<file path="config.mk">
export PLATFORM = sky130hd
export DESIGN_NAME = ax25_frame_parser_fcs_flat
export DESIGN_NICKNAME = d
export VERILOG_FILES = /design/src/rtl/core/afp_pkg.sv /design/src/rtl/core/afp_req_if.sv /design/src/rtl/core/afp_rsp_if.sv /design/src/rtl/core/afp_hdr_parse.sv /design/src/rtl/core/ax25_frame_parser_fcs.sv /design/src/flat_wrapper.sv
export SDC_FILE = /design/constraint.sdc
export NUM_CORES = 1
export LEC_CHECK = 0
export BUFFER_PORTS_ARGS = -buffer_cell sky130_fd_sc_hd__buf_2
export CORE_ASPECT_RATIO = 1.2
export CORE_MARGIN = 5
export CORE_UTILIZATION = 59
export DETAILED_ROUTE_END_ITERATION = 10
export MAX_ROUTING_LAYER = met4
export PLACE_DENSITY_LB_ADDON = 0.05
export SYNTH_ARGS = -nofsm -noshare
export SYNTH_HDL_FRONTEND = slang
export SYNTH_HIERARCHICAL = 1
export SYNTH_SLANG_ARGS = --single-unit
</file>
<file path="constraint.sdc">
create_clock -name clock -period 7.9 [get_ports clock]
set_input_delay 0.79 -clock clock [delete_from_list [all_inputs] [get_ports clock]]
set_output_delay 0.79 -clock clock [all_outputs]
set_load 0.1 [all_outputs]
</file>
<file path="src/rtl/core/afp_pkg.sv">
// ----------------------------------------------------------------------------
// afp_pkg: shared definitions for the AX.25 frame parser
// Request codes, result codes, header parse state and the FCS byte update.
// ----------------------------------------------------------------------------
`timescale 1ns / 1ps

package afp_pkg;

   // Default frame limits.
   localparam int MAX_FRAME_BYTES_DEF = 330;
   localparam int MIN_FRAME_BYTES_DEF = 18;
   localparam int MAX_REPEATERS_DEF   = 8;

   // Reflected CRC-16 (X.25): polynomial 0x1021 bit-reversed, all-ones seed.
   localparam logic [15:0] CRC_INIT  = 16'hFFFF;
   localparam logic [15:0] CRC_POLY  = 16'h8408;
   localparam logic [15:0] CRC_XOROUT = 16'hFFFF;
   localparam logic [1:0]  CTRL_PID_MASK = 2'b11;
   localparam logic [6:0]  CHAR_SPACE = 7'h20;

   typedef enum logic [1:0] {
      OP_START = 2'd0,
      OP_BYTE  = 2'd1,
      OP_END   = 2'd2
   } afp_op_type;

   typedef enum logic [0:0] {
      KIND_INFO   = 1'b0,
      KIND_REPORT = 1'b1
   } afp_kind_type;

   typedef enum logic [1:0] {
      STAT_VALID     = 2'd0,
      STAT_SHORT     = 2'd1,
      STAT_TRUNCATED = 2'd2,
      STAT_FCS_BAD   = 2'd3
   } afp_status_type;

   typedef enum logic [2:0] {
      PH_DEST = 3'd0,
      PH_SRC  = 3'd1,
      PH_DIGI = 3'd2,
      PH_CTRL = 3'd3,
      PH_PID  = 3'd4,
      PH_DONE = 3'd5
   } afp_phase_type;

   // Header decode state carried from byte to byte.
   typedef struct packed {
      afp_phase_type phase;
      logic [2:0]    field_idx;
      logic          space_seen;
      logic          header_done;
      logic [8:0]    header_length;
      logic [47:0]   dest_call;
      logic [3:0]    dest_ssid;
      logic [47:0]   source_call;
      logic [3:0]    source_ssid;
      logic [3:0]    digi_count;
      logic [7:0]    control;
      logic [7:0]    pid;
   } afp_hdr_type;

   localparam afp_hdr_type HDR_CLEAR = '{
      phase:         PH_DEST,
      field_idx:     3'd0,
      space_seen:    1'b0,
      header_done:   1'b0,
      header_length: 9'd0,
      dest_call:     48'd0,
      dest_ssid:     4'd0,
      source_call:   48'd0,
      source_ssid:   4'd0,
      digi_count:    4'd0,
      control:       8'd0,
      pid:           8'd0
   };

   // One byte through the reflected CRC, least significant bit first.
   function automatic logic [15:0] crc16_feed(input logic [15:0] crc_in,
                                              input logic [7:0]  data);
      logic [15:0] c;
      c = crc_in ^ {8'h00, data};
      for (int k = 0; k < 8; k++) begin
         c = c[0] ? ((c >> 1) ^ CRC_POLY) : (c >> 1);
      end
      return c;
   endfunction

endpackage

</file>
<file path="src/rtl/core/afp_req_if.sv">
// ----------------------------------------------------------------------------
// afp_req_if: request channel of the AX.25 frame parser
// Valid/ready channel carrying one frame control or data request.
// ----------------------------------------------------------------------------
`timescale 1ns / 1ps

interface afp_req_if;
   logic       valid;
   logic       ready;
   logic [1:0] op;
   logic [7:0] data_byte;

   modport source (output valid, output op, output data_byte, input ready);
   modport sink   (input valid, input op, input data_byte, output ready);
endinterface

</file>
<file path="src/rtl/core/afp_rsp_if.sv">
// ----------------------------------------------------------------------------
// afp_rsp_if: result channel of the AX.25 frame parser
// Valid/ready channel carrying an info byte or an end-of-frame report.
// ----------------------------------------------------------------------------
`timescale 1ns / 1ps

interface afp_rsp_if;
   logic        valid;
   logic        ready;
   logic        kind;
   logic [7:0]  info_byte;
   logic [1:0]  status;
   logic [47:0] dest_callsign;
   logic [3:0]  dest_ssid;
   logic [47:0] source_callsign;
   logic [3:0]  source_ssid;
   logic [3:0]  digipeater_count;
   logic [7:0]  control_byte;
   logic [7:0]  pid_byte;
   logic [8:0]  info_length;
   logic [15:0] received_fcs;

   modport source (output valid, output kind, output info_byte, output status,
                   output dest_callsign, output dest_ssid, output source_callsign,
                   output source_ssid, output digipeater_count, output control_byte,
                   output pid_byte, output info_length, output received_fcs,
                   input ready);
   modport sink   (input valid, input kind, input info_byte, input status,
                   input dest_callsign, input dest_ssid, input source_callsign,
                   input source_ssid, input digipeater_count, input control_byte,
                   input pid_byte, input info_length, input received_fcs,
                   output ready);
endinterface

</file>
<file path="src/rtl/core/afp_hdr_parse.sv">
// ----------------------------------------------------------------------------
// afp_hdr_parse: AX.25 header decoder, one byte per step
// Advances the address, control and PID decode state by one frame byte.
// ----------------------------------------------------------------------------
`timescale 1ns / 1ps

module afp_hdr_parse #(
   parameter int MAX_REPEATERS = afp_pkg::MAX_REPEATERS_DEF
) (
   input  afp_pkg::afp_hdr_type hdr_q,
   input  logic [7:0]           data_byte,
   input  logic [8:0]           byte_count,
   output afp_pkg::afp_hdr_type hdr_d
);
   import afp_pkg::*;

   localparam logic [3:0] MaxRep = 4'(MAX_REPEATERS);

   logic [6:0]  chr;
   logic        space_now;
   logic        addr_last;
   logic [47:0] call_in;
   logic [47:0] call_out;
   logic [3:0]  digi_next;
   logic        go_ctrl;

   assign chr       = data_byte[7:1];
   assign space_now = hdr_q.space_seen | (chr == CHAR_SPACE);
   assign addr_last = (hdr_q.field_idx >= 3'd6);
   assign call_in   = (hdr_q.phase == PH_SRC) ? hdr_q.source_call : hdr_q.dest_call;
   assign digi_next = hdr_q.digi_count + 4'd1;

   // Place the character in its lane; the first character lands in the top byte.
   always_comb begin
      call_out = call_in;
      for (int k = 0; k < 6; k++) begin
         if (hdr_q.field_idx == 3'(5 - k) && !space_now) begin
            call_out[8*k +: 8] = call_in[8*k +: 8] | {1'b0, chr};
         end
      end
   end

   always_comb begin
      hdr_d   = hdr_q;
      go_ctrl = 1'b0;

      if (hdr_q.phase == PH_DEST || hdr_q.phase == PH_SRC || hdr_q.phase == PH_DIGI) begin
         if (addr_last) begin
            hdr_d.field_idx  = 3'd0;
            hdr_d.space_seen = 1'b0;
         end else begin
            hdr_d.field_idx  = hdr_q.field_idx + 3'd1;
            hdr_d.space_seen = space_now;
         end
      end

      unique case (hdr_q.phase)
         PH_DEST: begin
            if (addr_last) begin
               hdr_d.dest_ssid = data_byte[4:1];
               hdr_d.phase     = PH_SRC;
            end else begin
               hdr_d.dest_call = call_out;
            end
         end
         PH_SRC: begin
            if (addr_last) begin
               hdr_d.source_ssid = data_byte[4:1];
               go_ctrl           = data_byte[0] || (hdr_q.digi_count >= MaxRep);
               hdr_d.phase       = go_ctrl ? PH_CTRL : PH_DIGI;
            end else begin
               hdr_d.source_call = call_out;
            end
         end
         PH_DIGI: begin
            if (addr_last) begin
               hdr_d.digi_count = digi_next;
               go_ctrl          = data_byte[0] || (digi_next >= MaxRep);
               hdr_d.phase      = go_ctrl ? PH_CTRL : PH_DIGI;
            end
         end
         PH_CTRL: begin
            hdr_d.control = data_byte;
            if (data_byte[1:0] == CTRL_PID_MASK) begin
               hdr_d.phase = PH_PID;
            end else begin
               hdr_d.phase         = PH_DONE;
               hdr_d.header_done   = 1'b1;
               hdr_d.header_length = byte_count + 9'd1;
            end
         end
         PH_PID: begin
            hdr_d.pid           = data_byte;
            hdr_d.phase         = PH_DONE;
            hdr_d.header_done   = 1'b1;
            hdr_d.header_length = byte_count + 9'd1;
         end
         default: begin
            hdr_d = hdr_q;
         end
      endcase
   end

endmodule

</file>
<file path="src/rtl/core/ax25_frame_parser_fcs.sv">
// ----------------------------------------------------------------------------
// ax25_frame_parser_fcs: streaming AX.25 frame parser with FCS check
// The block takes one deflagged frame as a start request, a run of byte
// requests and an end request. A new request may follow in every cycle: one
// register stage holds the frame state and the result, so the rate is one
// request per clock whenever the result side keeps up. A result waits in the
// output register while the next request is taken, provided the waiting
// result leaves in that same cycle. Info field bytes come out in order,
// delayed by two bytes so the trailing FCS never appears as info. The end
// request produces a report with the status (valid, too short, header
// truncated or FCS mismatch) and, for valid and mismatch reports, the decoded
// callsigns, SSIDs, repeater count, control and PID bytes, info length and
// the received FCS. Bytes outside a frame and unknown request codes are
// dropped without a result; a frame that outgrows MAX_FRAME_BYTES stops
// taking bytes but is still judged at end.
// ----------------------------------------------------------------------------
`timescale 1ns / 1ps

module ax25_frame_parser_fcs #(
   parameter int MAX_FRAME_BYTES = afp_pkg::MAX_FRAME_BYTES_DEF,
   parameter int MIN_FRAME_BYTES = afp_pkg::MIN_FRAME_BYTES_DEF,
   parameter int MAX_REPEATERS   = afp_pkg::MAX_REPEATERS_DEF
) (
   input logic      clock,
   input logic      reset,
   afp_req_if.sink  req_chan,
   afp_rsp_if.source rsp_chan
);
   import afp_pkg::*;

   localparam logic [8:0] MaxBytes = 9'(MAX_FRAME_BYTES);
   localparam logic [8:0] MinBytes = 9'(MIN_FRAME_BYTES);

   // Frame state.
   logic        receiving_ff, receiving_in;
   logic [8:0]  byte_count_ff, byte_count_in;
   logic [15:0] crc_ff, crc_in;
   logic [7:0]  delay0_ff, delay0_in;
   logic [7:0]  delay1_ff, delay1_in;
   afp_hdr_type hdr_ff, hdr_in;
   afp_hdr_type hdr_parsed;

   // Result register.
   logic        rsp_valid_ff, rsp_valid_in;
   logic        kind_ff, kind_in;
   logic [7:0]  info_byte_ff, info_byte_in;
   logic [1:0]  status_ff, status_in;
   logic [47:0] dest_call_ff, dest_call_in;
   logic [3:0]  dest_ssid_ff, dest_ssid_in;
   logic [47:0] source_call_ff, source_call_in;
   logic [3:0]  source_ssid_ff, source_ssid_in;
   logic [3:0]  digi_count_ff, digi_count_in;
   logic [7:0]  control_ff, control_in;
   logic [7:0]  pid_ff, pid_in;
   logic [8:0]  info_length_ff, info_length_in;
   logic [15:0] fcs_ff, fcs_in;

   logic        req_accept;
   logic        has_result;
   logic [15:0] fcs_rx;
   afp_op_type  req_op;

   // A request is taken when the result register is empty or drains this cycle.
   assign req_chan.ready = !rsp_valid_ff || rsp_chan.ready;
   assign req_accept     = req_chan.valid && req_chan.ready;
   assign req_op         = afp_op_type'(req_chan.op);
   assign fcs_rx         = {delay1_ff, delay0_ff};

   afp_hdr_parse #(
      .MAX_REPEATERS(MAX_REPEATERS)
   ) u_hdr_parse (
      .hdr_q     (hdr_ff),
      .data_byte (req_chan.data_byte),
      .byte_count(byte_count_ff),
      .hdr_d     (hdr_parsed)
   );

   always_comb begin
      receiving_in  = receiving_ff;
      byte_count_in = byte_count_ff;
      crc_in        = crc_ff;
      delay0_in     = delay0_ff;
      delay1_in     = delay1_ff;
      hdr_in        = hdr_ff;

      has_result     = 1'b0;
      kind_in        = KIND_INFO;
      info_byte_in   = 8'd0;
      status_in      = STAT_VALID;
      dest_call_in   = 48'd0;
      dest_ssid_in   = 4'd0;
      source_call_in = 48'd0;
      source_ssid_in = 4'd0;
      digi_count_in  = 4'd0;
      control_in     = 8'd0;
      pid_in         = 8'd0;
      info_length_in = 9'd0;
      fcs_in         = 16'd0;

      if (req_accept) begin
         unique case (req_op)
            OP_START: begin
               // A start inside a frame abandons it.
               receiving_in  = 1'b1;
               byte_count_in = 9'd0;
               crc_in        = CRC_INIT;
               delay0_in     = 8'd0;
               delay1_in     = 8'd0;
               hdr_in        = HDR_CLEAR;
            end
            OP_BYTE: begin
               if (receiving_ff) begin
                  if (byte_count_ff >= MaxBytes) begin
                     // Overlong frame: drop the byte and stop listening.
                     receiving_in = 1'b0;
                  end else begin
                     hdr_in = hdr_parsed;
                     if (byte_count_ff >= 9'd2) begin
                        // The byte leaving the delay line is now known not to be FCS.
                        crc_in = crc16_feed(crc_ff, delay0_ff);
                        if (hdr_parsed.header_done &&
                            (byte_count_ff - 9'd2) >= hdr_parsed.header_length) begin
                           has_result   = 1'b1;
                           kind_in      = KIND_INFO;
                           info_byte_in = delay0_ff;
                        end
                     end
                     delay0_in     = delay1_ff;
                     delay1_in     = req_chan.data_byte;
                     byte_count_in = byte_count_ff + 9'd1;
                  end
               end
            end
            OP_END: begin
               // The state is left as is, so a repeated end reports again.
               receiving_in = 1'b0;
               has_result   = 1'b1;
               kind_in      = KIND_REPORT;
               if (byte_count_ff < MinBytes) begin
                  status_in = STAT_SHORT;
               end else if (!hdr_ff.header_done ||
                            ({1'b0, hdr_ff.header_length} + 10'd2) >
                            {1'b0, byte_count_ff}) begin
                  status_in = STAT_TRUNCATED;
               end else begin
                  status_in      = ((crc_ff ^ CRC_XOROUT) == fcs_rx) ? STAT_VALID
                                                                     : STAT_FCS_BAD;
                  dest_call_in   = hdr_ff.dest_call;
                  dest_ssid_in   = hdr_ff.dest_ssid;
                  source_call_in = hdr_ff.source_call;
                  source_ssid_in = hdr_ff.source_ssid;
                  digi_count_in  = hdr_ff.digi_count;
                  control_in     = hdr_ff.control;
                  pid_in         = hdr_ff.pid;
                  info_length_in = byte_count_ff - hdr_ff.header_length - 9'd2;
                  fcs_in         = fcs_rx;
               end
            end
            default: begin
               has_result = 1'b0;
            end
         endcase
      end

      if (req_accept && has_result) begin
         rsp_valid_in = 1'b1;
      end else if (rsp_chan.ready) begin
         rsp_valid_in = 1'b0;
      end else begin
         rsp_valid_in = rsp_valid_ff;
      end
   end

   always_ff @(posedge clock) begin
      if (reset) begin
         receiving_ff  <= 1'b0;
         byte_count_ff <= 9'd0;
         crc_ff        <= CRC_INIT;
         delay0_ff     <= 8'd0;
         delay1_ff     <= 8'd0;
         hdr_ff        <= HDR_CLEAR;
         rsp_valid_ff  <= 1'b0;
      end else begin
         receiving_ff  <= receiving_in;
         byte_count_ff <= byte_count_in;
         crc_ff        <= crc_in;
         delay0_ff     <= delay0_in;
         delay1_ff     <= delay1_in;
         hdr_ff        <= hdr_in;
         rsp_valid_ff  <= rsp_valid_in;
      end
   end

   // Result payload loads only when a new result is produced.
   always_ff @(posedge clock) begin
      if (req_accept && has_result) begin
         kind_ff        <= kind_in;
         info_byte_ff   <= info_byte_in;
         status_ff      <= status_in;
         dest_call_ff   <= dest_call_in;
         dest_ssid_ff   <= dest_ssid_in;
         source_call_ff <= source_call_in;
         source_ssid_ff <= source_ssid_in;
         digi_count_ff  <= digi_count_in;
         control_ff     <= control_in;
         pid_ff         <= pid_in;
         info_length_ff <= info_length_in;
         fcs_ff         <= fcs_in;
      end
   end

   assign rsp_chan.valid            = rsp_valid_ff;
   assign rsp_chan.kind             = kind_ff;
   assign rsp_chan.info_byte        = info_byte_ff;
   assign rsp_chan.status           = status_ff;
   assign rsp_chan.dest_callsign    = dest_call_ff;
   assign rsp_chan.dest_ssid        = dest_ssid_ff;
   assign rsp_chan.source_callsign  = source_call_ff;
   assign rsp_chan.source_ssid      = source_ssid_ff;
   assign rsp_chan.digipeater_count = digi_count_ff;
   assign rsp_chan.control_byte     = control_ff;
   assign rsp_chan.pid_byte         = pid_ff;
   assign rsp_chan.info_length      = info_length_ff;
   assign rsp_chan.received_fcs     = fcs_ff;

`ifndef SYNTHESIS
   // The byte counter never runs past the frame limit.
   assert property (@(posedge clock) disable iff (reset)
      byte_count_ff <= MaxBytes)
      else $error("byte count beyond frame limit");

   // The repeater count never exceeds its limit.
   assert property (@(posedge clock) disable iff (reset)
      hdr_ff.digi_count <= 4'(MAX_REPEATERS))
      else $error("repeater count beyond limit");

   // The header is complete exactly when the decoder has reached its last phase.
   assert property (@(posedge clock) disable iff (reset)
      hdr_ff.header_done == (hdr_ff.phase == PH_DONE))
      else $error("header done flag out of step with decode phase");

   // An info byte is only ever produced once the header has been decoded.
   assert property (@(posedge clock) disable iff (reset)
      (req_accept && has_result && kind_in == KIND_INFO) |=> hdr_ff.header_done)
      else $error("info byte produced before header completed");
`endif

endmodule
</file>
<file path="src/flat_wrapper.sv">
// flat-port wrapper written by rule: the top's interface ports become plain ports
module ax25_frame_parser_fcs_flat import afp_pkg::*;
#(
   parameter int MAX_FRAME_BYTES = afp_pkg::MAX_FRAME_BYTES_DEF,
   parameter int MIN_FRAME_BYTES = afp_pkg::MIN_FRAME_BYTES_DEF,
   parameter int MAX_REPEATERS   = afp_pkg::MAX_REPEATERS_DEF
)
  (clock, reset, req_chan_valid, req_chan_op, req_chan_data_byte, req_chan_ready, rsp_chan_valid, rsp_chan_kind, rsp_chan_info_byte, rsp_chan_status, rsp_chan_dest_callsign, rsp_chan_dest_ssid, rsp_chan_source_callsign, rsp_chan_source_ssid, rsp_chan_digipeater_count, rsp_chan_control_byte, rsp_chan_pid_byte, rsp_chan_info_length, rsp_chan_received_fcs, rsp_chan_ready);
  afp_req_if req_chan_i ();
  afp_rsp_if rsp_chan_i ();
  input logic clock;
  input logic reset;
  input wire logic [$bits(req_chan_i.valid)-1:0] req_chan_valid;
  input wire logic [$bits(req_chan_i.op)-1:0] req_chan_op;
  input wire logic [$bits(req_chan_i.data_byte)-1:0] req_chan_data_byte;
  output wire logic [$bits(req_chan_i.ready)-1:0] req_chan_ready;
  output wire logic [$bits(rsp_chan_i.valid)-1:0] rsp_chan_valid;
  output wire logic [$bits(rsp_chan_i.kind)-1:0] rsp_chan_kind;
  output wire logic [$bits(rsp_chan_i.info_byte)-1:0] rsp_chan_info_byte;
  output wire logic [$bits(rsp_chan_i.status)-1:0] rsp_chan_status;
  output wire logic [$bits(rsp_chan_i.dest_callsign)-1:0] rsp_chan_dest_callsign;
  output wire logic [$bits(rsp_chan_i.dest_ssid)-1:0] rsp_chan_dest_ssid;
  output wire logic [$bits(rsp_chan_i.source_callsign)-1:0] rsp_chan_source_callsign;
  output wire logic [$bits(rsp_chan_i.source_ssid)-1:0] rsp_chan_source_ssid;
  output wire logic [$bits(rsp_chan_i.digipeater_count)-1:0] rsp_chan_digipeater_count;
  output wire logic [$bits(rsp_chan_i.control_byte)-1:0] rsp_chan_control_byte;
  output wire logic [$bits(rsp_chan_i.pid_byte)-1:0] rsp_chan_pid_byte;
  output wire logic [$bits(rsp_chan_i.info_length)-1:0] rsp_chan_info_length;
  output wire logic [$bits(rsp_chan_i.received_fcs)-1:0] rsp_chan_received_fcs;
  input wire logic [$bits(rsp_chan_i.ready)-1:0] rsp_chan_ready;
  assign req_chan_i.valid = req_chan_valid;
  assign req_chan_i.op = req_chan_op;
  assign req_chan_i.data_byte = req_chan_data_byte;
  assign req_chan_ready = req_chan_i.ready;
  assign rsp_chan_valid = rsp_chan_i.valid;
  assign rsp_chan_kind = rsp_chan_i.kind;
  assign rsp_chan_info_byte = rsp_chan_i.info_byte;
  assign rsp_chan_status = rsp_chan_i.status;
  assign rsp_chan_dest_callsign = rsp_chan_i.dest_callsign;
  assign rsp_chan_dest_ssid = rsp_chan_i.dest_ssid;
  assign rsp_chan_source_callsign = rsp_chan_i.source_callsign;
  assign rsp_chan_source_ssid = rsp_chan_i.source_ssid;
  assign rsp_chan_digipeater_count = rsp_chan_i.digipeater_count;
  assign rsp_chan_control_byte = rsp_chan_i.control_byte;
  assign rsp_chan_pid_byte = rsp_chan_i.pid_byte;
  assign rsp_chan_info_length = rsp_chan_i.info_length;
  assign rsp_chan_received_fcs = rsp_chan_i.received_fcs;
  assign rsp_chan_i.ready = rsp_chan_ready;
  ax25_frame_parser_fcs #(.MAX_FRAME_BYTES(MAX_FRAME_BYTES), .MIN_FRAME_BYTES(MIN_FRAME_BYTES), .MAX_REPEATERS(MAX_REPEATERS)) u_core (.clock(clock), .reset(reset), .req_chan(req_chan_i), .rsp_chan(rsp_chan_i));
endmodule
</file>
==> impl_results.md, run 1 <==
* Fin area at about 18,000 um2
* Post-synthesis sequential area ratio at a little over half
* CTS tree: yes
* Final Wtd Congestion at around 0.9
* Dpl hpwl at 25.23 mm
* Net count reported at finish at 1,804
* Run status: finished, final reports clean
* Final Skew at 0.01565 ns
* CTS root buf: clkbuf_16
* Mapped cell area at about 16,000 um2
* Hold crit path type: reg2reg
* Most common cell after layout, fill and taps aside: nand2_1
* Fin cells at 2,104
* Diodes inserted at 0
* IO buf count at roughly 180
* Crit path time final at around 4.7 ns
* Final setup vio count at 0
* Unique masters post-synth at 66
* DR vias/cell at about 6.0
* Cells on worst reg2reg path at 11
* Dpl cells at approximately 2,000
* Relative slew slack at ~29%
* Largest net degree at the start of global routing at 110
* Worst Path Arrival at 4.79 ns
* CTS resizes at 0
* Asr flop ratio synth at 0%
* Sw Ratio at 21.19%
* Synth Instances at about 1,700
* Via Count at approximately 13,000
* Htree depth at 2
* Hold Crit Endpoint: u_core/hdr_ff[55]
* Maximum vdd drop at 0.1672 mV
* Pint at approximately 2.8 mW
* Hold_sp: u_core/hdr_ff[55]
* Commonest cells after routing, fill and taps aside: nand2_1 (204), dfxtp_1 (184), nand3_1 (183)
* Critical Path, Cell by Cell: nand3b_1, o21ba_1, mux2_4, inv_1, ha_1, o21ai_0, o21ai_0, o2111a_1, o2111a_1, o211a_4, buf_12
* Worst stage delay on the critical path at 0.71 ns
* Core ar. at 27,170 um2
* Initial Util at ~60%
* Post-synth EDFFs at 160
* Initial antenna violation count at 0
* Final Hold Vio Count at 0
* Share of layout cells above drive strength 1 at around 16%
* Multi-input gate area at ~7100 um2
* TritonCTS Buffers at 35
* Net count after synthesis at between 1,500 and 2,000
* CP startpoint kind: flip-flop
* Critical R2R Launch: u_core/hdr_ff[139]
* Filler cell count at approximately 2,200
* Setup CP Type: reg2reg
* Clock sink total at roughly 340
* Post-CTS Setup Bufs at 0
* Setup slack, reg-to-reg at between 3 and 4 ns
* Hold path depth at 2
* Post-DP Area at approximately 17,000 um2
* Antenna viol nets, final at 0
* Final period util at between 50% and 60%
* Die area at between 30,000 and 40,000 um2
* GR Overflow Total at 0
* Register share of total power at a little over half
* Ports at approximately 180
* Max-Cap Viols at 0
* Reg area at ~8500 um2
* Setup tns final at 0 ns
* Hold buffer count at cts at 0
* CTS max path bufs at 3
* Reg2reg end: u_core/rsp_chan.control_byte[3]
* Synth Register Bits at about 340
* Net Sw Power at approximately 0.76 mW
* First-pass GRT wire length at 65.26 mm
* RSZ-0062 raised after global routing: no
* Drt wl/cell at ~20 um
* Final WL at 41.21 mm
* Yosys warnings at 6
* Clk Latency, worst-skew pair at 0.51 ns
* Die X at 161.7 um
* Placement row count at between 60 and 70
* Crit end category: flip-flop
* Total global-route track usage at a little over a quarter
* Number of global-route vias before repair at about 12,000
* LEAKAGE at between 6 and 7 nW
* Average size of a mapped cell at slightly below 10 um2
* Transition time of the tightest slew-check pin at 1.072 ns
* DRC at 0
* Comb pwr share at under 10%
* Detailed Routing Iterations Pass 1 at 5
* WP data required at approximately 8.0 ns
* Power share of the clock group at between 40% and 50%
* Die Span Y at 192.0 um
* Critical Path Fanout Max at approximately 110
* Post-synth top flop: dfxtp_1
* PD cells at 196.0 nW/um2
* Synth-to-Final Area Change at 12.02%
* Clk pin slew, worst setup/hold paths at ~0.06 ns
* Fmax at 0.2146 GHz
* Initial DRC Count at ~1,000
* Crit-path slowest cell: o211a_4
* Slew Limit Fails at 0
==> cells in the mapped netlist, types with 2 or more instances <==
cell       count  area share [%]
xor2_1        19             1.0
nand4_1        6            0.23
o21bai_1      84             3.9
nor2_1        45             1.0
nand2b_1       5            0.19
and3_1         3            0.12
dfxtp_1      184              23
buf_1          5            0.12
and4_1         2            0.11
inv_1         45             1.0
mux2i_1       14            0.86
nand3_1      183             5.6
a2bb2oi_1      3            0.16
buf_2         26            0.80
mux2_2        25             1.7
o31ai_1        5            0.23
o31a_1         3            0.16
a221o_1        2            0.12
ha_1          50             3.8
o211ai_1       3            0.14
nor2b_1        6            0.23
clkbuf_1     101             2.3
nor3_1        14            0.43
a211oi_1       2           0.092
o2111a_1       3            0.21
or4_1          5            0.23
a21oi_1      181             5.6
or3b_4         2            0.14
mux2_4         3            0.28
nor4_1         9            0.35
a21o_1         2           0.092
o21a_1         3            0.14
nand3b_1       2           0.092
xnor2_1       40             2.2
buf_6          2            0.14
edfxtp_1     160              30
o21ai_0       14            0.43
nand2_1      204             4.7
and2_1        12            0.46
buf_4          2           0.092
o21ai_1        7            0.22
nor3b_1      143             6.6
==> how the worst max path moves through the flow <==
stage	end	startpoint	depth (start not counted)	slack, ns
3_3_place_gp	u_core/rsp_chan.source_callsign[2]	req_chan_data_byte[1]	11	3.24
6_report	u_core/rsp_chan.control_byte[3]	u_core/hdr_ff[139]	11	3.24
5_1_grt	u_core/rsp_chan.control_byte[3]	u_core/hdr_ff[139]	11	2.97
2_1_floorplan	u_core/rsp_chan.control_byte[0]	req_chan_data_byte[1]	12	1.56
4_1_cts	u_core/rsp_chan.control_byte[3]	u_core/hdr_ff[139]	11	3.27
3_5_place_dp	u_core/rsp_chan.control_byte[3]	req_chan_data_byte[1]	12	3.16
==> through the flow <==
step	hold WS, ns	util (%)	total power, mW	setup slack (ns)
after floorplan	0.4446	-	1.974	1.558
after global placement	0.4469	63.01	2.005	3.237
after detailed placement	0.4576	63.01	2.005	3.155
after CTS	0.4663	67.14	3.606	3.271
after global routing	0.4833	67.14	3.695	2.974
final	0.4660	67.14	3.575	3.241
==> sequential cells by signal, indices dropped and copies added (netlist names), 9 cells and up <==
signal                           flops
u_core/rsp_chan.info_length          9
u_core/rsp_chan.received_fcs        16
u_core/rsp_chan.source_callsign     48
u_core/rsp_chan.dest_callsign       48
u_core/byte_count_ff                 9
u_core/crc_ff                       16
u_core/hdr_ff                      141
==> area by class of cell <==
type                       count  share of cell area, %
inverter                      45                 0.9261
clock buffer                  47                  5.611
timing repair buffer         186                  5.357
tap                          340                  2.332
multi-input combinational   1127                  38.70
sequential                   344                  46.54
clock inverter                15                 0.5419
==> metal layers <==
| metal | routed length, um | part of all wire [%] | up-vias | global-route usage, % |
|---|---|---|---|---|
| met4 | 994 | 2.4 | 0 | 7.257 |
| met2 | 20700 | 50 | 389 | 46.04 |
| met1 | 17270 | 42 | 6144 | 33.68 |
| li1 | - | - | 6031 | - |
| met3 | 2236 | 5.4 | 64 | 3.220 |
| met5 | 0 | 0 | - | - |
==> cell families (layout without fill, tap and decap cells) <==
logic type	Yosys count	in the layout	synth area share, %
simple gates	650	650	21.08
flops	344	344	52.13
compound gates	325	325	12.16
buf+inv	182	293	4.633
xor+xnor	59	59	3.174
fa+ha+maj	51	51	3.965
mux	42	42	2.866
==> critical path: cells and delay by family (launching register included) <==
kind / cells / cell delay, ns
AND/OR/NAND/NOR: 1 / 0.42
multiplexers: 1 / 0.39
buffers and inverters: 2 / 0.62
flip-flops: 1 / 0.58
adder cells (fa/ha/maj): 1 / 0.16
AO/OA/AOI/OAI: 6 / 2.02
==> power groups by stage <==
stage / clock (mW) / combinational [mW] / sequential, mW
2_1_floorplan: 0 / 0.0571 / 1.92
4_1_cts: 1.64 / 0.106 / 1.86
5_1_grt: 1.72 / 0.113 / 1.86
6_report: 1.61 / 0.107 / 1.86
3_5_place_dp: 0 / 0.106 / 1.90
3_3_place_gp: 0 / 0.106 / 1.90
Note: power is estimated with default switching activity, not from simulation.
==> run 2, diff against run 1 <==
==> constraint.sdc (replaced) <==
create_clock -name clock -period 4.4 [get_ports clock]
set_input_delay 0.44 -clock clock [delete_from_list [all_inputs] [get_ports clock]]
set_output_delay 0.44 -clock clock [all_outputs]
set_load 0.1 [all_outputs]
==> run 2 against run 1 <==
Net effect:
- total power rose by 82%
- critical path depth did not move
- worst setup slack worse by 2.8 ns
- cell area grew 1.0%
- register-to-register slack got worse by 2.8 ns
- clock power rose by 84%
- flip-flop and latch count unchanged
- first-iteration DRC count down 20%
- worst hold slack got worse by 0.22 ns
- maximum frequency rose by 18%
- combinational power up 83%
- final cell count grew 0.57%
- critical endpoint is now u_core/rsp_chan.source_callsign[39]
- highest routed layer unchanged
==> impl_results.md, run 2 (synthesis gave the netlist of run 1 again) <==
* RSZ-0062 raised after global routing: no
* Htree depth at 2
* Post-DP Area at approximately 17,000 um2
* Hold_sp: req_chan_data_byte[0]
* Net count reported at finish at about 1,800
* Crit path time final at 3.955 ns
* Max-Cap Viols at 0
* Final cell utilization of the core at just under 70%
* Initial DRC Count at about 800
* Fin area at 18,430 um2
* First-pass GRT wire length at 65.41 mm
* Core ar. at between 20,000 and 30,000 um2
* Final period util at 89.88%
* Critical Path, Cell by Cell: nand3b_1, buf_4, o21ba_1, mux2_4, inv_1, ha_1, and4_1, o2111a_1, o2111a_1, o211a_4, buf_12
* Initial antenna violation count at 1
* Top delay family on crit path: compound AO/OA/AOI/OAI gates
* Post-CTS Setup Bufs at 0
* Placement row count at between 60 and 70
* Largest net degree at the start of global routing at between 100 and 150
* Setup slack, reg-to-reg at between 0.4 and 0.5 ns
* DRC at 0
* Share of layout cells above drive strength 1 at 16.39%
* Die area at about 31,000 um2
* Initial Util at approximately 60%
* Max reg flops at between 100 and 150
* Hold Crit Endpoint: u_core/delay1_ff[0]
* Wire length on met2 at 20.45 mm
* Worst Path Arrival at just over 4 ns
* Cells on worst reg2reg path at 11
* Commonest cells after routing, fill and taps aside: nand2_1 (204), dfxtp_1 (184), nand3_1 (183)
* Relative slew slack at 47.03%
* CTS max path bufs at 3
* Detailed Routing Iterations Pass 1 at 5
* PD cells at approximately 350 nW/um2
* Ports at roughly 180
* Total global-route track usage at between 20 and 30%
* Clk pin slew, worst setup/hold paths at 0.07 ns
* Hold path depth at 3
* Routed wl met3 at roughly 2.1 mm
* Dpl hpwl at 26.09 mm
* Antenna viol nets, final at 0
* Crit-path slowest cell: o21ba_1
* Drt wl/cell at just under 20 um
* IO buf count at between 150 and 200
* WP data required at approximately 4.6 ns
* Synth-to-Final Area Change at 13.19%
* Final Skew at 0.01530 ns
* Die Span Y at roughly 190 um
* Highest metal used: met4
* Run status: finished, final reports clean
* Die X at around 160 um
* LEAKAGE at a little under 7 nW
* Worst stage delay on the critical path at approximately 0.58 ns
* Most common cell after layout, fill and taps aside: nand2_1
* Final WL at about 42 mm
* Final setup vio count at 0
* GR Overflow Total at 0
* Clock sink total at about 340
* CTS resizes at 0
* Final Wtd Congestion at 0.8994
* Via Count at 12,665
* Clk Latency, worst-skew pair at between 0.5 and 0.6 ns
* Transition time of the tightest slew-check pin at 0.7945 ns
* Critical R2R Launch: u_core/hdr_ff[140]
* Setup CP Type: reg2reg
* Hold buffer count at cts at 0
* Fmax at 0.2529 GHz
* DRT met1 WL at 17.48 mm
* Most flop-heavy register: u_core/hdr_ff
* CTS root buf: clkbuf_16
* Crit end category: flip-flop
* Slew Limit Fails at 0
* Maximum vdd drop at approximately 0.30 mV
* CP Buf/Inv Count at 3
* Number of global-route vias before repair at 12,139
* CTS tree: yes
* Cell mode on critical path: o2111a_1
* CP startpoint kind: flip-flop
* Hold crit path type: in2reg
* TritonCTS Buffers at 34
* DR vias/cell at between 5 and 6
* Final Hold Vio Count at 0
* Critical Path Fanout Max at between 80 and 90
* Reg2reg end: u_core/rsp_chan.source_callsign[39]
* Setup tns final at 0 ns
run 2: cell types whose count changed in the layout (fill, tap and decap cells not counted):
cell        delta
buf_4          +6
clkinvlp_4     +3
diode_2        +1
clkinv_1       -3
clkbuf_8       -3
clkbuf_1       +2
bufinv_16      +1
inv_4          -1
clkinv_2       -3
buf_12         +6
clkinv_4       +2
inv_16         +1
run 2: how the worst max path moves through the flow:
stage | to | slack, ns | depth (start not counted) | startpoint
after floorplan | u_core/rsp_chan.control_byte[0] | 0.30 | 12 | u_core/hdr_ff[139]
after detailed placement | u_core/rsp_chan.source_callsign[8] | 0.49 | 11 | u_core/hdr_ff[140]
after global placement | u_core/rsp_chan.source_callsign[7] | 0.57 | 11 | u_core/hdr_ff[140]
after CTS | u_core/rsp_chan.dest_callsign[23] | 0.44 | 11 | u_core/hdr_ff[140]
after global routing | u_core/rsp_chan.dest_callsign[44] | 0.22 | 11 | u_core/hdr_ff[140]
final | u_core/rsp_chan.source_callsign[39] | 0.45 | 11 | u_core/hdr_ff[140]
run 2: cell type report:
type	instances	area (um2)
repair buffers	198	1142
multi-input cells	1127	7058
clock inverters	15	156.4
flip-flops and latches	344	8488
diodes	1	2.502
clock buffers	46	989.7
fillers	2181	8737
inverters	45	168.9
well taps	340	425.4
run 2: worst register-to-register path, cell delays in order (launching register included):
cell and delay [ns]:
dfxtp_1 0.47, nand3b_1 0.15, buf_4 0.18, o21ba_1 0.58, mux2_4 0.29, inv_1 0.04
ha_1 0.31, and4_1 0.22, o2111a_1 0.25, o2111a_1 0.26, o211a_4 0.35, buf_12 0.41
run 2: routing by layer:
layer / vias to the layer above / track usage [%]
li1: 6052 / -
met1: 6121 / 34.47
met2: 405 / 44.16
met3: 87 / 3.370
met4: 0 / 10.19
met5: - / -
run 2: report_power, final:
part	internal (mW)	switching, mW	leakage (nW)
Combinational	0.0344	0.162	3.06
Sequential	3.34	0.00464	3.30
Clock	1.72	1.25	0.555
run 2: through the flow:
step / power [mW] / std cells / hold WS (ns) / setup slack (ns)
3_3_place_gp: 3.605 / 2054 / 0.4481 / 0.5683
6_report: 6.509 / 2116 / 0.2433 / 0.4454
2_1_floorplan: 3.541 / 1653 / 0.4446 / 0.3027
5_1_grt: 6.705 / 2116 / 0.2369 / 0.2241
3_5_place_dp: 3.605 / 2054 / 0.4600 / 0.4866
4_1_cts: 6.556 / 2115 / 0.2229 / 0.4447
==> run 3, diff against run 2 <==
--- a/config.mk
+++ b/config.mk
@@ -7,8 +7,8 @@
 export LEC_CHECK = 0
 export BUFFER_PORTS_ARGS = -buffer_cell sky130_fd_sc_hd__buf_2
 export CORE_ASPECT_RATIO = 1.2
-export CORE_MARGIN = 5
-export CORE_UTILIZATION = 59
+export CORE_MARGIN = 2
+export CORE_UTILIZATION = 60
 export DETAILED_ROUTE_END_ITERATION = 10
 export MAX_ROUTING_LAYER = met4
 export PLACE_DENSITY_LB_ADDON = 0.05
==> constraint.sdc (replaced) <==
create_clock -name clock -period 4.98 [get_ports clock]
set_input_delay 0.498 -clock clock [delete_from_list [all_inputs] [get_ports clock]]
set_output_delay 0.498 -clock clock [all_outputs]
set_load 0.1 [all_outputs]
==> run 3 against run 2 <==
Net effect:
- count of clock-buffer cells in the layout is 11 higher
- worst hold slack better by 0.031 ns
- flip-flop and latch count stayed put
- sequential power is 12% lower
- sequential share of layout area hardly changed
- largest cell class unchanged
==> impl_results.md, run 3 (synthesis gave the netlist of run 1 again) <==
* CP startpoint kind: flip-flop
* Core ar. at around 27,000 um2
* Critical Path Fanout Max at about 100
* Final period util at between 80% and 90%
* Share of layout cells above drive strength 1 at 16.05%
* IO buf count at 175
* Maximum vdd drop at about 0.24 mV
* WP data required at roughly 5.1 ns
* Hold buffer count at cts at 0
* Drt wl/cell at ~19 um
* Fmax at between 0.2 and 0.25 GHz
* Final Hold Vio Count at 0
* Critical Path, Cell by Cell: nand3b_1, o21ba_1, nand2_1, o21ai_1, inv_1, ha_1, o21ai_0, o21ai_0, o2111a_1, o2111a_1, o211a_4, buf_12
* Initial DRC Count at 1,011
* Die X at 154.4 um
* Final Wtd Congestion at roughly 0.85
* Initial Util at 60.49%
* DR vias/cell at approximately 6
* Final WL at a little over 40 mm
* Filler cell count at ~2,100
* Crit path from: u_core/hdr_ff[140]
* CTS resizes at 0
* Clk pin slew, worst setup/hold paths at around 0.060 ns
* Hold crit path type: in2reg
* Number of global-route vias before repair at ~12,000
* Most common cell after layout, fill and taps aside: nand2_1
* CTS root buf: clkbuf_16
* Hold_sp: req_chan_data_byte[0]
* Clk Latency, worst-skew pair at 0.53 ns
* Fin cells at about 2,100
* Final cell utilization of the core at between 60% and 70%
* Setup CP Type: reg2reg
* Largest net degree at the start of global routing at 160
* Most flop-heavy register: u_core/hdr_ff
* Initial antenna violation count at 0
* Clock sink total at around 340
* Antenna viol nets, final at 0
* Commonest cells after routing, fill and taps aside: nand2_1 (204), dfxtp_1 (184), nand3_1 (183)
* Dpl hpwl at about 24 mm
* Final Skew at between 0.015 and 0.02 ns
* First-pass GRT wire length at around 64 mm
* Run status: finished, final reports clean
* DP Worst Slack at 1.023 ns
* Die area at between 20,000 and 30,000 um2
* Post-route setup slack at just under 1 ns
* Dpl cells at between 2,000 and 2,500
* Crit end category: flip-flop
* Placement row count at 66
* Setup tns final at 0 ns
* Htree depth at 2
* LEAKAGE at approximately 6.9 nW
* Slew Limit Fails at 0
* Diodes inserted at 0
* Ports at about 180
* Post-CTS Setup Bufs at 0
* GR Overflow Total at 0
* TritonCTS Buffers at 36
* Worst stage delay on the critical path at 0.69 ns
* Worst Path Arrival at around 4.2 ns
* Detailed Routing Iterations Pass 1 at 5
* Hold Slack at around 0.27 ns
* Max reg flops at approximately 140
* CTS max path bufs at 3
* Final setup vio count at 0
* Via Count at around 13,000
* Crit path time final at 4.020 ns
* RSZ-0062 raised after global routing: no
* Fin area at 18,420 um2
* Die Span Y at ~180 um
* CTS tree: yes
* PD cells at 320.2 nW/um2
* Synth-to-Final Area Change at 13.09%
* Total global-route track usage at ~29%
* Transition time of the tightest slew-check pin at between 0.9 and 1 ns
* Critical R2R Launch: u_core/hdr_ff[140]
* DRC at 0
* Crit-path slowest cell: o21ba_1
* Post-DP Area at approximately 17,000 um2
* Net count reported at finish at 1,807
* Max-Cap Viols at 0
* Relative slew slack at 35.37%
* Overall Power at around 5.9 mW
## run 3: cell types whose count changed in the layout (fill, tap and decap cells not counted), sizes merged
cell	before	now
inv	47	46
diode	1	0
buf	198	188
clkinvlp	3	0
clkinv	8	6
clkbuf	46	57
## run 3: worst paths after layout
| path | endpoint | slack [ns] | cells past startpoint |
|---|---|---|---|
| setup / recovery | u_core/rsp_chan.source_callsign[1] | 0.96 | 12 |
| hold / removal | u_core/delay1_ff[0] | 0.27 | 3 |
| setup reg to reg | u_core/rsp_chan.source_callsign[1] | 0.96 | 12 |
| hold reg to reg | u_core/hdr_ff[99] | 0.47 | 2 |
## run 3: cell type report
type / instances / area [um2] / area share, %
well taps: 340 / 425.4 / 2.310
clock inverters: 9 / 111.4 / 0.6047
flip-flops and latches: 344 / 8488 / 46.09
inverters: 45 / 168.9 / 0.9172
repair buffers: 188 / 1030 / 5.592
clock buffers: 57 / 1134 / 6.156
multi-input cells: 1127 / 7058 / 38.33
## run 3: routing by layer
layer	part of all wire [%]	GRT usage (%)	up-vias
met1	43	37.37	6146
met5	0	-	-
met2	49	47.37	404
met3	5.1	3.292	79
li1	-	-	6031
met4	3.3	10.11	0
## run 3: where the power goes
group	internal (mW)	switching (mW)	leakage, nW
sequential	2.95	0.00422	3.30
combinational	0.0288	0.143	3.00
clock	1.68	1.10	0.614
total	4.65	1.25	6.91
## run 3: critical path: cells and delay by family, from the launching register on
family,cells,cell delay [ns]
fa+ha+maj,1,0.27
flops,1,0.48
compound gates,7,1.76
buf+inv,2,0.51
simple gates,2,0.54
